`config.mk`:
```
export PLATFORM = sky130hd
export DESIGN_NAME = raft_leader_election_core
export DESIGN_NICKNAME = d
export VERILOG_FILES = /design/src/rtl/rle_pkg.sv /design/src/rtl/raft_leader_election_core.sv /design/src/rtl/rle_intake.sv /design/src/rtl/rle_engine.sv
export SDC_FILE = /design/constraint.sdc
export NUM_CORES = 1
export LEC_CHECK = 0
export ABC_AREA = 1
export BUFFER_PORTS_ARGS = -buffer_cell sky130_fd_sc_hd__buf_2
export CAP_MARGIN = 15
export CORE_MARGIN = 3
export CORE_UTILIZATION = 23
export DETAILED_ROUTE_END_ITERATION = 6
export PLACE_DENSITY_LB_ADDON = 0.25
export RECOVER_POWER = 100
export SLEW_MARGIN = 10
export SYNTH_ARGS = -nofsm -noshare
export SYNTH_HDL_FRONTEND = slang
export SYNTH_SLANG_ARGS = --single-unit
export TNS_END_PERCENT = 100
```
`constraint.sdc`:
```
create_clock -name clk -period 4.95 [get_ports clk]
set_clock_uncertainty 0.05 [all_clocks]
set_input_delay 0.7425 -clock clk [delete_from_list [all_inputs] [get_ports clk]]
set_output_delay 0.7425 -clock clk [all_outputs]
set_load 0.02 [all_outputs]
```
`src/rtl/rle_pkg.sv`:
```
// Shared types, codes and sizes of the Raft leader-election core.
package rle_pkg;

  localparam int MAX_NODES = 16;
  localparam int Q_DEPTH = 4;
  localparam int Q_AW = $clog2(Q_DEPTH);
  localparam int Q_CW = $clog2(Q_DEPTH + 1);
  localparam int RES_DEPTH = 2;
  localparam int RES_AW = $clog2(RES_DEPTH);
  localparam int RES_CW = $clog2(RES_DEPTH + 1);

  localparam logic [4:0] VOTE_NONE = 5'd16;
  localparam logic [4:0] DEST_ALL = 5'd16;
  localparam logic [4:0] MAX_NODES_W = 5'(MAX_NODES);
  localparam logic [4:0] VOTES_MAX = 5'd31;
  localparam logic [15:0] TICKS_MAX = 16'hFFFF;
  localparam logic [31:0] TERM_MAX = 32'hFFFF_FFFF;

  localparam logic [4:0] CFG_NODE_COUNT_RST = 5'd1;
  localparam logic [15:0] CFG_TIMEOUT_RST = 16'd300;
  localparam logic [15:0] CFG_INTERVAL_RST = 16'd100;

  typedef enum logic [1:0] {
    CMD_TICK = 2'd0,
    CMD_VOTE_REQ = 2'd1,
    CMD_VOTE_REPLY = 2'd2,
    CMD_HEARTBEAT = 2'd3
  } cmd_t;

  typedef enum logic [1:0] {
    ROLE_FOLLOWER = 2'd0,
    ROLE_CANDIDATE = 2'd1,
    ROLE_LEADER = 2'd2
  } role_t;

  typedef enum logic [2:0] {
    KIND_NONE = 3'd0,
    KIND_VOTE_REPLY = 3'd1,
    KIND_HB_ACK = 3'd2,
    KIND_VOTE_REQ_ALL = 3'd3,
    KIND_HEARTBEAT_ALL = 3'd4
  } kind_t;

  typedef enum logic [1:0] {
    REG_NODE_ID = 2'd0,
    REG_NODE_COUNT = 2'd1,
    REG_TIMEOUT = 2'd2,
    REG_INTERVAL = 2'd3
  } cfg_reg_t;

  typedef struct packed {
    cmd_t cmd;
    logic [31:0] msg_term;
    logic [3:0] sender_id;
    logic granted;
  } item_t;

  typedef struct packed {
    logic valid;
    item_t item;
  } intake_t;

  typedef struct packed {
    kind_t kind;
    logic [31:0] term;
    logic [4:0] dest;
    logic granted;
    role_t role;
    logic [3:0] leader;
  } result_t;

endpackage

```
`src/rtl/raft_leader_election_core.sv`:
```
// Top level of the Raft leader-election core: intake queue plus election engine.
//
// Input channel: present command, msg_term, sender_id and granted_in with push;
// a request is taken on a clock edge where push is high and full is low.
// Commands are tick, vote request, vote reply and heartbeat.
// Result channel: while empty is low the oldest result sits on send_kind,
// send_term, send_dest, send_granted, role_now, known_leader and term_now;
// it is consumed on an edge where pop is high. Every request yields one result.
// Configuration: cfg_valid/cfg_ready with cfg_index selecting node id, node
// count, election timeout or heartbeat interval; cfg_ready is always high.
// Write configuration only while no request is in flight. Writing the node id
// restarts the election state under that id.
// A result passes through the intake queue and then the result queue before it
// is on the output ports. One request per cycle is sustained while the result
// queue has room or is popped: the engine resolves a whole event combinationally
// and a two-entry result queue holds its results while pop is low.
// When the receiver stalls, the result queue and then the four-entry intake
// queue fill, after which full stays high until results are popped.
// Reset (rst, synchronous) empties both queues, loads default configuration and
// starts node 0 as leader of term 1.
module raft_leader_election_core import rle_pkg::*; (
  input  logic        clk,
  input  logic        rst,
  input  logic        push,
  output logic        full,
  input  logic [1:0]  command,
  input  logic [31:0] msg_term,
  input  logic [3:0]  sender_id,
  input  logic        granted_in,
  output logic        empty,
  input  logic        pop,
  output logic [2:0]  send_kind,
  output logic [31:0] send_term,
  output logic [4:0]  send_dest,
  output logic        send_granted,
  output logic [1:0]  role_now,
  output logic [3:0]  known_leader,
  output logic [31:0] term_now,
  input  logic        cfg_valid,
  output logic        cfg_ready,
  input  logic [1:0]  cfg_index,
  input  logic [15:0] cfg_data
);

  intake_t head;
  logic    take;
  result_t res;

  rle_intake u_intake (
    .clk        (clk),
    .rst        (rst),
    .push       (push),
    .full       (full),
    .command    (command),
    .msg_term   (msg_term),
    .sender_id  (sender_id),
    .granted_in (granted_in),
    .head       (head),
    .take       (take)
  );

  rle_engine u_engine (
    .clk       (clk),
    .rst       (rst),
    .cfg_valid (cfg_valid),
    .cfg_ready (cfg_ready),
    .cfg_index (cfg_index),
    .cfg_data  (cfg_data),
    .head      (head),
    .take      (take),
    .pop       (pop),
    .empty     (empty),
    .res       (res)
  );

  assign send_kind = res.kind;
  assign send_term = res.term;
  assign send_dest = res.dest;
  assign send_granted = res.granted;
  assign role_now = res.role;
  assign known_leader = res.leader;
  assign term_now = res.term;

endmodule

```
`src/rtl/rle_intake.sv`:
```
// Front end: accepts requests, decodes the command and queues them for the engine.
module rle_intake import rle_pkg::*; (
  input  logic        clk,
  input  logic        rst,
  input  logic        push,
  output logic        full,
  input  logic [1:0]  command,
  input  logic [31:0] msg_term,
  input  logic [3:0]  sender_id,
  input  logic        granted_in,
  output intake_t     head,
  input  logic        take
);

  item_t q [Q_DEPTH];
  logic [Q_AW-1:0] wr_ptr;
  logic [Q_AW-1:0] rd_ptr;
  logic [Q_CW-1:0] count;
  logic push_ok;
  logic pop_ok;

  assign full = (count == Q_CW'(Q_DEPTH));
  assign push_ok = push && !full;
  assign pop_ok = take && head.valid;

  assign head.valid = (count != '0);
  assign head.item = q[rd_ptr];

  always_ff @(posedge clk) begin
    if (push_ok) begin
      q[wr_ptr].cmd <= cmd_t'(command);
      q[wr_ptr].msg_term <= msg_term;
      q[wr_ptr].sender_id <= sender_id;
      q[wr_ptr].granted <= granted_in;
    end
  end

  always_ff @(posedge clk) begin
    if (rst) begin
      wr_ptr <= '0;
      rd_ptr <= '0;
      count <= '0;
    end else begin
      if (push_ok) wr_ptr <= wr_ptr + 1'b1;
      if (pop_ok) rd_ptr <= rd_ptr + 1'b1;
      case ({push_ok, pop_ok})
        2'b10: count <= count + 1'b1;
        2'b01: count <= count - 1'b1;
        default: count <= count;
      endcase
    end
  end

  assert property (@(posedge clk) disable iff (rst) count <= Q_CW'(Q_DEPTH))
    else $error("intake queue count beyond depth");
  assert property (@(posedge clk) disable iff (rst)
    !push_ok && !pop_ok |=> count == $past(count))
    else $error("intake queue count moved without a request");
  assert property (@(posedge clk) disable iff (rst)
    head.valid |-> (wr_ptr - rd_ptr) == count[Q_AW-1:0] || full)
    else $error("intake queue pointers disagree with count");

endmodule

```
`src/rtl/rle_engine.sv`:
```
// Back end: election state, configuration registers and the result queue.
module rle_engine import rle_pkg::*; (
  input  logic        clk,
  input  logic        rst,
  input  logic        cfg_valid,
  output logic        cfg_ready,
  input  logic [1:0]  cfg_index,
  input  logic [15:0] cfg_data,
  input  intake_t     head,
  output logic        take,
  input  logic        pop,
  output logic        empty,
  output result_t     res
);

  // Configuration registers.
  logic [3:0]  node_id;
  logic [4:0]  node_count;
  logic [15:0] election_timeout;
  logic [15:0] heartbeat_interval;

  // Election state.
  role_t       role;
  logic [31:0] cur_term;
  logic [4:0]  vote_given;
  logic [4:0]  votes_count;
  logic [3:0]  leader_known;
  logic [15:0] idle_ticks;
  logic [15:0] beat_ticks;

  role_t       role_next;
  logic [31:0] cur_term_next;
  logic [4:0]  vote_given_next;
  logic [4:0]  votes_count_next;
  logic [3:0]  leader_known_next;
  logic [15:0] idle_ticks_next;
  logic [15:0] beat_ticks_next;
  result_t     step_res;

  result_t res_q [RES_DEPTH];
  logic [RES_AW-1:0] res_wr;
  logic [RES_AW-1:0] res_rd;
  logic [RES_CW-1:0] res_count;
  logic res_pop;
  logic id_we;
  logic [4:0] half;

  assign cfg_ready = 1'b1;
  assign id_we = cfg_valid && (cfg_index == REG_NODE_ID);

  assign empty = (res_count == '0);
  assign res_pop = pop && !empty;
  assign take = head.valid && ((res_count != RES_CW'(RES_DEPTH)) || res_pop);
  assign res = res_q[res_rd];

  // A majority is strictly more than half of the cluster size, clamped.
  assign half = ((node_count > MAX_NODES_W) ? MAX_NODES_W : node_count) >> 1;

  always_comb begin
    logic [15:0] tick_inc;
    logic [31:0] mterm;
    logic [4:0]  vote_inc;
    kind_t       kind;
    logic [4:0]  dest;
    logic        grant;

    role_next = role;
    cur_term_next = cur_term;
    vote_given_next = vote_given;
    votes_count_next = votes_count;
    leader_known_next = leader_known;
    idle_ticks_next = idle_ticks;
    beat_ticks_next = beat_ticks;
    kind = KIND_NONE;
    dest = 5'd0;
    grant = 1'b0;
    mterm = head.item.msg_term;
    tick_inc = '0;
    vote_inc = '0;

    case (head.item.cmd)
      CMD_TICK: begin
        if (role == ROLE_LEADER) begin
          tick_inc = (beat_ticks < TICKS_MAX) ? beat_ticks + 16'd1 : beat_ticks;
          beat_ticks_next = tick_inc;
          if (tick_inc >= heartbeat_interval) begin
            beat_ticks_next = '0;
            kind = KIND_HEARTBEAT_ALL;
            dest = DEST_ALL;
          end
        end else begin
          tick_inc = (idle_ticks < TICKS_MAX) ? idle_ticks + 16'd1 : idle_ticks;
          idle_ticks_next = tick_inc;
          if (tick_inc >= election_timeout) begin
            role_next = ROLE_CANDIDATE;
            cur_term_next = (cur_term != TERM_MAX) ? cur_term + 32'd1 : cur_term;
            vote_given_next = {1'b0, node_id};
            votes_count_next = 5'd1;
            idle_ticks_next = '0;
            dest = DEST_ALL;
            kind = KIND_VOTE_REQ_ALL;
            // A single-node cluster wins with its own vote.
            if (5'd1 > half) begin
              role_next = ROLE_LEADER;
              leader_known_next = node_id;
              beat_ticks_next = '0;
              kind = KIND_HEARTBEAT_ALL;
            end
          end
        end
      end
      CMD_VOTE_REQ: begin
        if (mterm > cur_term) begin
          cur_term_next = mterm;
          role_next = ROLE_FOLLOWER;
          vote_given_next = VOTE_NONE;
        end
        if (mterm == cur_term_next && (vote_given_next == VOTE_NONE ||
            vote_given_next == {1'b0, head.item.sender_id})) begin
          grant = 1'b1;
          vote_given_next = {1'b0, head.item.sender_id};
          idle_ticks_next = '0;
        end
        kind = KIND_VOTE_REPLY;
        dest = {1'b0, head.item.sender_id};
      end
      CMD_VOTE_REPLY: begin
        if (role == ROLE_CANDIDATE) begin
          if (mterm > cur_term) begin
            cur_term_next = mterm;
            role_next = ROLE_FOLLOWER;
            vote_given_next = VOTE_NONE;
          end else if (mterm == cur_term && head.item.granted) begin
            vote_inc = (votes_count < VOTES_MAX) ? votes_count + 5'd1 : votes_count;
            votes_count_next = vote_inc;
            if (vote_inc > half) begin
              role_next = ROLE_LEADER;
              leader_known_next = node_id;
              beat_ticks_next = '0;
              kind = KIND_HEARTBEAT_ALL;
              dest = DEST_ALL;
            end
          end
        end
      end
      CMD_HEARTBEAT: begin
        if (mterm >= cur_term) begin
          cur_term_next = mterm;
          role_next = ROLE_FOLLOWER;
          leader_known_next = head.item.sender_id;
          idle_ticks_next = '0;
          vote_given_next = VOTE_NONE;
        end
        kind = KIND_HB_ACK;
        dest = {1'b0, head.item.sender_id};
      end
      default: begin
        kind = KIND_NONE;
      end
    endcase

    step_res.kind = kind;
    step_res.term = cur_term_next;
    step_res.dest = dest;
    step_res.granted = grant;
    step_res.role = role_next;
    step_res.leader = leader_known_next;
  end

  always_ff @(posedge clk) begin
    if (rst) begin
      node_id <= '0;
      node_count <= CFG_NODE_COUNT_RST;
      election_timeout <= CFG_TIMEOUT_RST;
      heartbeat_interval <= CFG_INTERVAL_RST;
      role <= ROLE_LEADER;
      cur_term <= 32'd1;
      vote_given <= 5'd0;
      votes_count <= '0;
      leader_known <= '0;
      idle_ticks <= '0;
      beat_ticks <= '0;
    end else begin
      if (cfg_valid) begin
        case (cfg_reg_t'(cfg_index))
          REG_NODE_ID: node_id <= cfg_data[3:0];
          REG_NODE_COUNT: node_count <= cfg_data[4:0];
          REG_TIMEOUT: election_timeout <= cfg_data;
          REG_INTERVAL: heartbeat_interval <= cfg_data;
          default: node_count <= node_count;
        endcase
      end
      // A new node id restarts the node as at power-up under that id.
      if (id_we) begin
        role <= (cfg_data[3:0] == 4'd0) ? ROLE_LEADER : ROLE_FOLLOWER;
        cur_term <= 32'd1;
        vote_given <= (cfg_data[3:0] == 4'd0) ? 5'd0 : VOTE_NONE;
        votes_count <= '0;
        leader_known <= '0;
        idle_ticks <= '0;
        beat_ticks <= '0;
      end else if (take) begin
        role <= role_next;
        cur_term <= cur_term_next;
        vote_given <= vote_given_next;
        votes_count <= votes_count_next;
        leader_known <= leader_known_next;
        idle_ticks <= idle_ticks_next;
        beat_ticks <= beat_ticks_next;
      end
    end
  end

  always_ff @(posedge clk) begin
    if (take) res_q[res_wr] <= step_res;
  end

  always_ff @(posedge clk) begin
    if (rst) begin
      res_wr <= '0;
      res_rd <= '0;
      res_count <= '0;
    end else begin
      if (take) res_wr <= res_wr + 1'b1;
      if (res_pop) res_rd <= res_rd + 1'b1;
      case ({take, res_pop})
        2'b10: res_count <= res_count + 1'b1;
        2'b01: res_count <= res_count - 1'b1;
        default: res_count <= res_count;
      endcase
    end
  end

  assert property (@(posedge clk) disable iff (rst) res_count <= RES_CW'(RES_DEPTH))
    else $error("result queue count beyond depth");
  assert property (@(posedge clk) disable iff (rst) vote_given <= VOTE_NONE)
    else $error("vote holder out of range");
  assert property (@(posedge clk) disable iff (rst)
    !id_we |=> cur_term >= $past(cur_term))
    else $error("term decreased without a node id write");
  assert property (@(posedge clk) disable iff (rst)
    take && !id_we && head.item.cmd == CMD_HEARTBEAT && head.item.msg_term >= cur_term
    |=> role == ROLE_FOLLOWER && leader_known == $past(head.item.sender_id))
    else $error("current heartbeat did not make the node a follower");

endmodule
```
## Word-level counts from Yosys, hierarchy flattened

Memories as Yosys holds them, arrays and structs flattened. A register that Yosys moved wholly into a read port is not among the register bits.
Index checks and enable logic that the tools add are counted.

- Register bits: 132
- Latch bits: 0
- Bits in writable memories: 250
- Memory bits (read-only): 0
- Bits of input ports: 62
- Output and inout port bits: 82
- Logic and storage cells: 199
- Memories kept: 2

Memories:

| name | words | width | read ports | clocked after memory_dff | wr ports | RTL line | RTL |
|---|---|---|---|---|---|---|---|
| u_intake.q | 4 | 39 | 1 | 1 | 1 | rle_intake.sv:15 | `item_t q [Q_DEPTH];` |
| u_engine.res_q | 2 | 47 | 1 | 1 | 1 | rle_engine.sv:40 | `result_t res_q [RES_DEPTH];` |

- Add/sub/neg operators: 12
- $mul: 0
- Divide/modulo/power cells: 0
- Magnitude comparators: 10
- Eq/ne operators: 33
- Shift operators: 0
- Multiplexer cells: 94
- Bitwise operators: 0
- Reduce and logical (&&, ||, !) cells: 31

Operator list:

| kind | number |
|---|---|
| $mux 16 | 14 |
| $mux 32 | 7 |
| $pmux 32 s4 | 1 |
| $mux 5 | 24 |
| $eq 32x32->1 | 2 |
| $pmux 16 s3 | 1 |
| $add 16x1->16 const B | 2 |
| $add 32x1->32 const B | 1 |
| $ge 16x16->1 | 2 |
| $ge 32x32->1 | 1 |
| $gt 32x32->1 | 1 |
| $lt 16x16->1 const B | 2 |
| $mux 4 | 8 |
| $ne 32x32->1 const B | 1 |
| $pmux 16 s2 | 1 |
| $mux 2 | 14 |
| $mux 3 | 8 |
| $pmux 5 s4 | 1 |
| $ne 3x1->1 const B | 5 |
| $pmux 5 s3 | 1 |
| $eq 2x2->1 const B | 7 |
| $ne 2x1->1 const B | 6 |
| $pmux 3 s4 | 1 |
| $pmux 4 s3 | 1 |
| other kinds (33) | 68 |

## Logic depth before layout (Yosys ltp)

- Word-level depth: 10
- Depth in mapped cells: 37
- Mapped depth without buffers: 33

## Cells and area by module

A second synthesis with hierarchy kept.

- Cells, all modules: 2248
- Area total of the unflattened synthesis: 20176.9 um^2

By module, submodules not included:

| module | times used | cells an instance | area an instance (um^2) | sequential area each (um^2) |
|---|---|---|---|---|
| rle_engine | 1 | 1769 | 13666.9 | 5345.1 |
| rle_intake | 1 | 447 | 6269.8 | 4864.7 |
| raft_leader_election_core | 1 | 32 | 240.2 | 0.0 |

## Worst setup path after synthesis

Ideal clock, no wire load.

- Kind: register to register
- From: register u_engine.idle_ticks[0]
- To: register u_engine.cur_term[15]
- Setup time: 0.115 ns
- Data arrival time: 3.865 ns
- Required time: 4.785 ns
- Slack: 0.920 ns
- Cell stages (with the launch flop): 33
- Path buffers: 1
- Clock period less this slack: 4.030 ns
- Cell sequence: dfxtp_1 > ha_1 > inv_1 > nor3_1 > nand2_1 > nor3_1 > inv_1 > nor2_1 > inv_1 > nor2_1 > nand2_1 > nor2_1 > nor2_1 > nand2_1 > nor2_1 > xor2_1 > inv_1 > ha_1 > nand2_1 > nor2_1 > nand2_1 > o211ai_1 > a21boi_0 > nand2_1 > nand2_1 > nor2_1 > buf_2 > nand2_1 > nor2_1 > xor2_1 > o221ai_1 > o21ai_0 > inv_1

- Cells in the longest elaborated chain, start to end: 6
- Elaborated cells on any way between the ends: 7
- Those cells by class: add/sub: 1; order compare: 2; mux: 4

Ends and longest elaborated chain:

| element | RTL line | RTL |
|---|---|---|
| start: declaration | rle_engine.sv:28 | `logic [15:0] idle_ticks;` |
| start signal: assignment | rle_engine.sv:208 | `idle_ticks <= idle_ticks_next;` |
| $add 16x1->16 or $lt 16x16->1 (tied branches) | rle_engine.sv:92 | `tick_inc = (idle_ticks < TICKS_MAX) ? idle_ticks + 16'd1 : idle_ticks;` |
| $mux 16 (*) | rle_engine.sv:92 |  |
| $ge 16x16->1 (*) | rle_engine.sv:94 | `if (tick_inc >= election_timeout) begin` |
| $mux 32 (*) | rle_engine.sv:94 |  |
| $mux 32 (*) | rle_engine.sv:83 | `if (role == ROLE_LEADER) begin` |
| $pmux 32 s4 (*) | rle_engine.sv:81 | `case (head.item.cmd)` |
| via u_engine.cur_term_next[15] | rle_engine.sv:32 | `logic [31:0] cur_term_next;` |
| end signal: assignment | rle_engine.sv:204 | `cur_term <= cur_term_next;` |
| end: declaration | rle_engine.sv:24 | `logic [31:0] cur_term;` |

Mark *: on every way through the listed nets, which the timed path passes. The rest lies on a longest branch.
A chain may end at the register's enable or synchronous reset.

==> metrics.yaml <==
clock.fmax_mhz: 221
synthCells: 2349
port_buffers: 142
hold_path.class: "in2reg"
drcViolationCount: 0
wl_um: 62000
rows: 109
cp_max_fo: 67
place_inst: 3600
htree_levels: 2
cts_buffer_depth: 3
gp_congestion: 0.856
synth_nets: 2489
seq_power_share: 0.275
cp_slowest_stage_delay_ps: 530
required_ps: 5330
die_w_um: 305
synth_top_area_cell: "edfxtp_1"
die-area_um2: 93100
fin_crit_ps: 4510
drtIter0Drc: 1137
place_area_um2: 22700
slew_viol_final: 129
first_pass_iters: 5
grt_overflow: 0
synth.top_cell.area_share: 0.365
ys_ff_latch: 385
grt_most_used_layer: "met2"
ir_drop_uv: 359
synth_area_leaders: "edfxtp_1 (36%), dfxtp_1 (13%), nand2_1 (8.8%), a21oi_1 (5.2%), inv_1 (5.1%)"
finalPower_mw: 18.1
instances_no_fill: 3682
whs_ps: 369
yosys-top-cells-count: "nand2_1 (483), inv_1 (282), edfxtp_1 (250)"
clkTransAtPathRegs_ps: 60
crit_type: "reg2reg"
ys.flop_type: "edfxtp_1"
p_leak_nw: 9.53
synth_edf_count: 250
groute.usage.overall: 0.130
post-synth-top-count-cell: "nand2_1"
avgRoutedWirePerCell_um: 16.8
final_util: 0.272
finalSetupViolCount: 0
use_met1: 0.182
violations: "capacitance limit, slew limit"
max_slew_margin: -0.729
insertion_delay_ps: 590
fin_nets: 2619
syn_area_um2: 20600
hold_path_depth: 1
start_util: 0.233
grt_util_met3: 0.0258
core_um2: 88500
combPwrFrac: 0.545
hold_violations: 0
cts_tree: "done"
path_common_cell: "nand2_1"
ioPinCount: 144
rrSetupSlack_ps: 440
hpwl_um: 45700
worstMarginPinSlew_ps: 2590
area_growth_pct: 17.0
yosys_warnings: 0
vias: 16395
antenna_found_initial: 11
drive_gt1_frac: 0.133
power_density_nw_per_um2: 754
clock_sinks: 385
antenna_left: 0
clockPowerShare: 0.179
synthArstFlopShare: 0
r2r.worst_path.cells: 25
worstSetupEndpointType: "register"
synthDistinctLibCells: 56
worstPathArrival_ps: 4890
internal_power_mw: 9.58
p_sw_frac: 0.472
grt_max_degree: 68
use_met2: 0.200
grt_pass1_vias: 15368
synth.avg_cell_area_um2: 8.76
rsz0062_at_grt: "true"
fin_crit_sh: 0.912
crit_path_top_delay_cell: "a32oi_1"
critPathLaunchType: "register"
cts_buffers: 42
p_switching_mw: 8.57
status: "finished with violations"
synth_seq_area_share: 0.496
max_cap_violations: 4
cts-root-buf: "clkbuf_16"
viasPerCell: 4.45
final_area_um2: 24100
cts_hold_buf: 0
die_h_um: 305
grt_first_pass_wirelength_um: 94500
[cell usage in the layout (no fill, tap or decap), types with 9 or more instances in the layout]
cell type,instances
a32oi_1,31
dfxtp_1,133
xor2_1,35
nand4_1,18
clkbuf_16,42
a211oi_1,20
o2111ai_1,11
clkinv_1,10
o21ai_1,21
o211ai_1,17
nor2_1,161
o221ai_1,13
mux2_2,47
nor4_1,13
nand2_1,480
ha_1,77
nand3b_1,9
nand3_1,116
nor3_1,34
o21ai_0,144
buf_2,100
a21oi_1,212
clkbuf_1,52
inv_1,281
buf_4,65
o22ai_1,9
edfxtp_1,250
[layer usage]
layer	part of all wire	wire (µm)
met5	0.0011	71
met4	0.031	1940
met3	0.053	3280
met2	0.44	27100
met1	0.48	29600
[logic make-up after synthesis]
| kind of cell | share of synthesized area |
|---|---|
| muxes | 0.0257 |
| other | 0.000182 |
| AOI/OAI and AO/OA | 0.144 |
| buffers and inverters | 0.0907 |
| DFF | 0.496 |
| xor gates and xnor gates | 0.0166 |
| and+or+nand+nor | 0.179 |
| adders and majority gates | 0.0478 |
[registers in the layout, summed over array words and instances, names as in the netlist, 5 cells and up, named ones only]
register and cells:
u_intake.q 156, u_engine.res_q 94, u_engine.cur_term 32, u_engine.beat_ticks 16
u_engine.election_timeout 16, u_engine.heartbeat_interval 16, u_engine.idle_ticks 16, u_engine.node_count 5
u_engine.vote_given 5, u_engine.votes_count 5
[final cells by class]
cell class              count  area (µm²)
well taps                1165        1460
clock inverters            26         313
flip-flops and latches    385       10200
fillers                  9498       64400
clock buffers              51        1100
multi-input cells        1540        8590
inverters                 294        1110
diodes                      5        12.5
repair buffers            216        1280
[path summary, 6_finish.rpt]
check / start / endpoint
hold reg to reg: u_engine.res_rd / u_engine.res_rd
setup / recovery: register / u_engine.idle_ticks[8]
hold / removal: msg_term[11] / u_intake.q[2][16]
setup reg to reg: register / u_engine.idle_ticks[8]
[power by group through the flow]
stage               Clock, mW  Sequential, mW  Combinational, mW
global placement            0            5.07               9.90
floorplan                   0            4.93               6.93
detailed placement          0            5.05               9.90
global route             3.47            5.09               11.1
finish                   3.25            5.00               9.90
CTS                      3.36            5.00               9.93
[stage by stage]
stage | setup TNS (ps) | setup WS (ps)
finish | 0 | 435
global route | -80.0 | -44.6
CTS | 0 | 154
detailed placement | 0 | 179
global placement | 0 | 216
floorplan | 0 | 920
[what timing repair did]
item	in CTS	in global routing
resized for setup	0	14
endpoints found under the setup margin	0	128
setup buffers	0	0
[worst max-delay path: cells and delay by family, from the launching register on]
family | cells | cell delay, ps
compound gates | 2 | 700
buf+inv | 3 | 760
flops | 1 | 360
fa+ha+maj | 1 | 250
simple gates | 19 | 2170
Note: power is estimated with default switching activity, not from simulation.
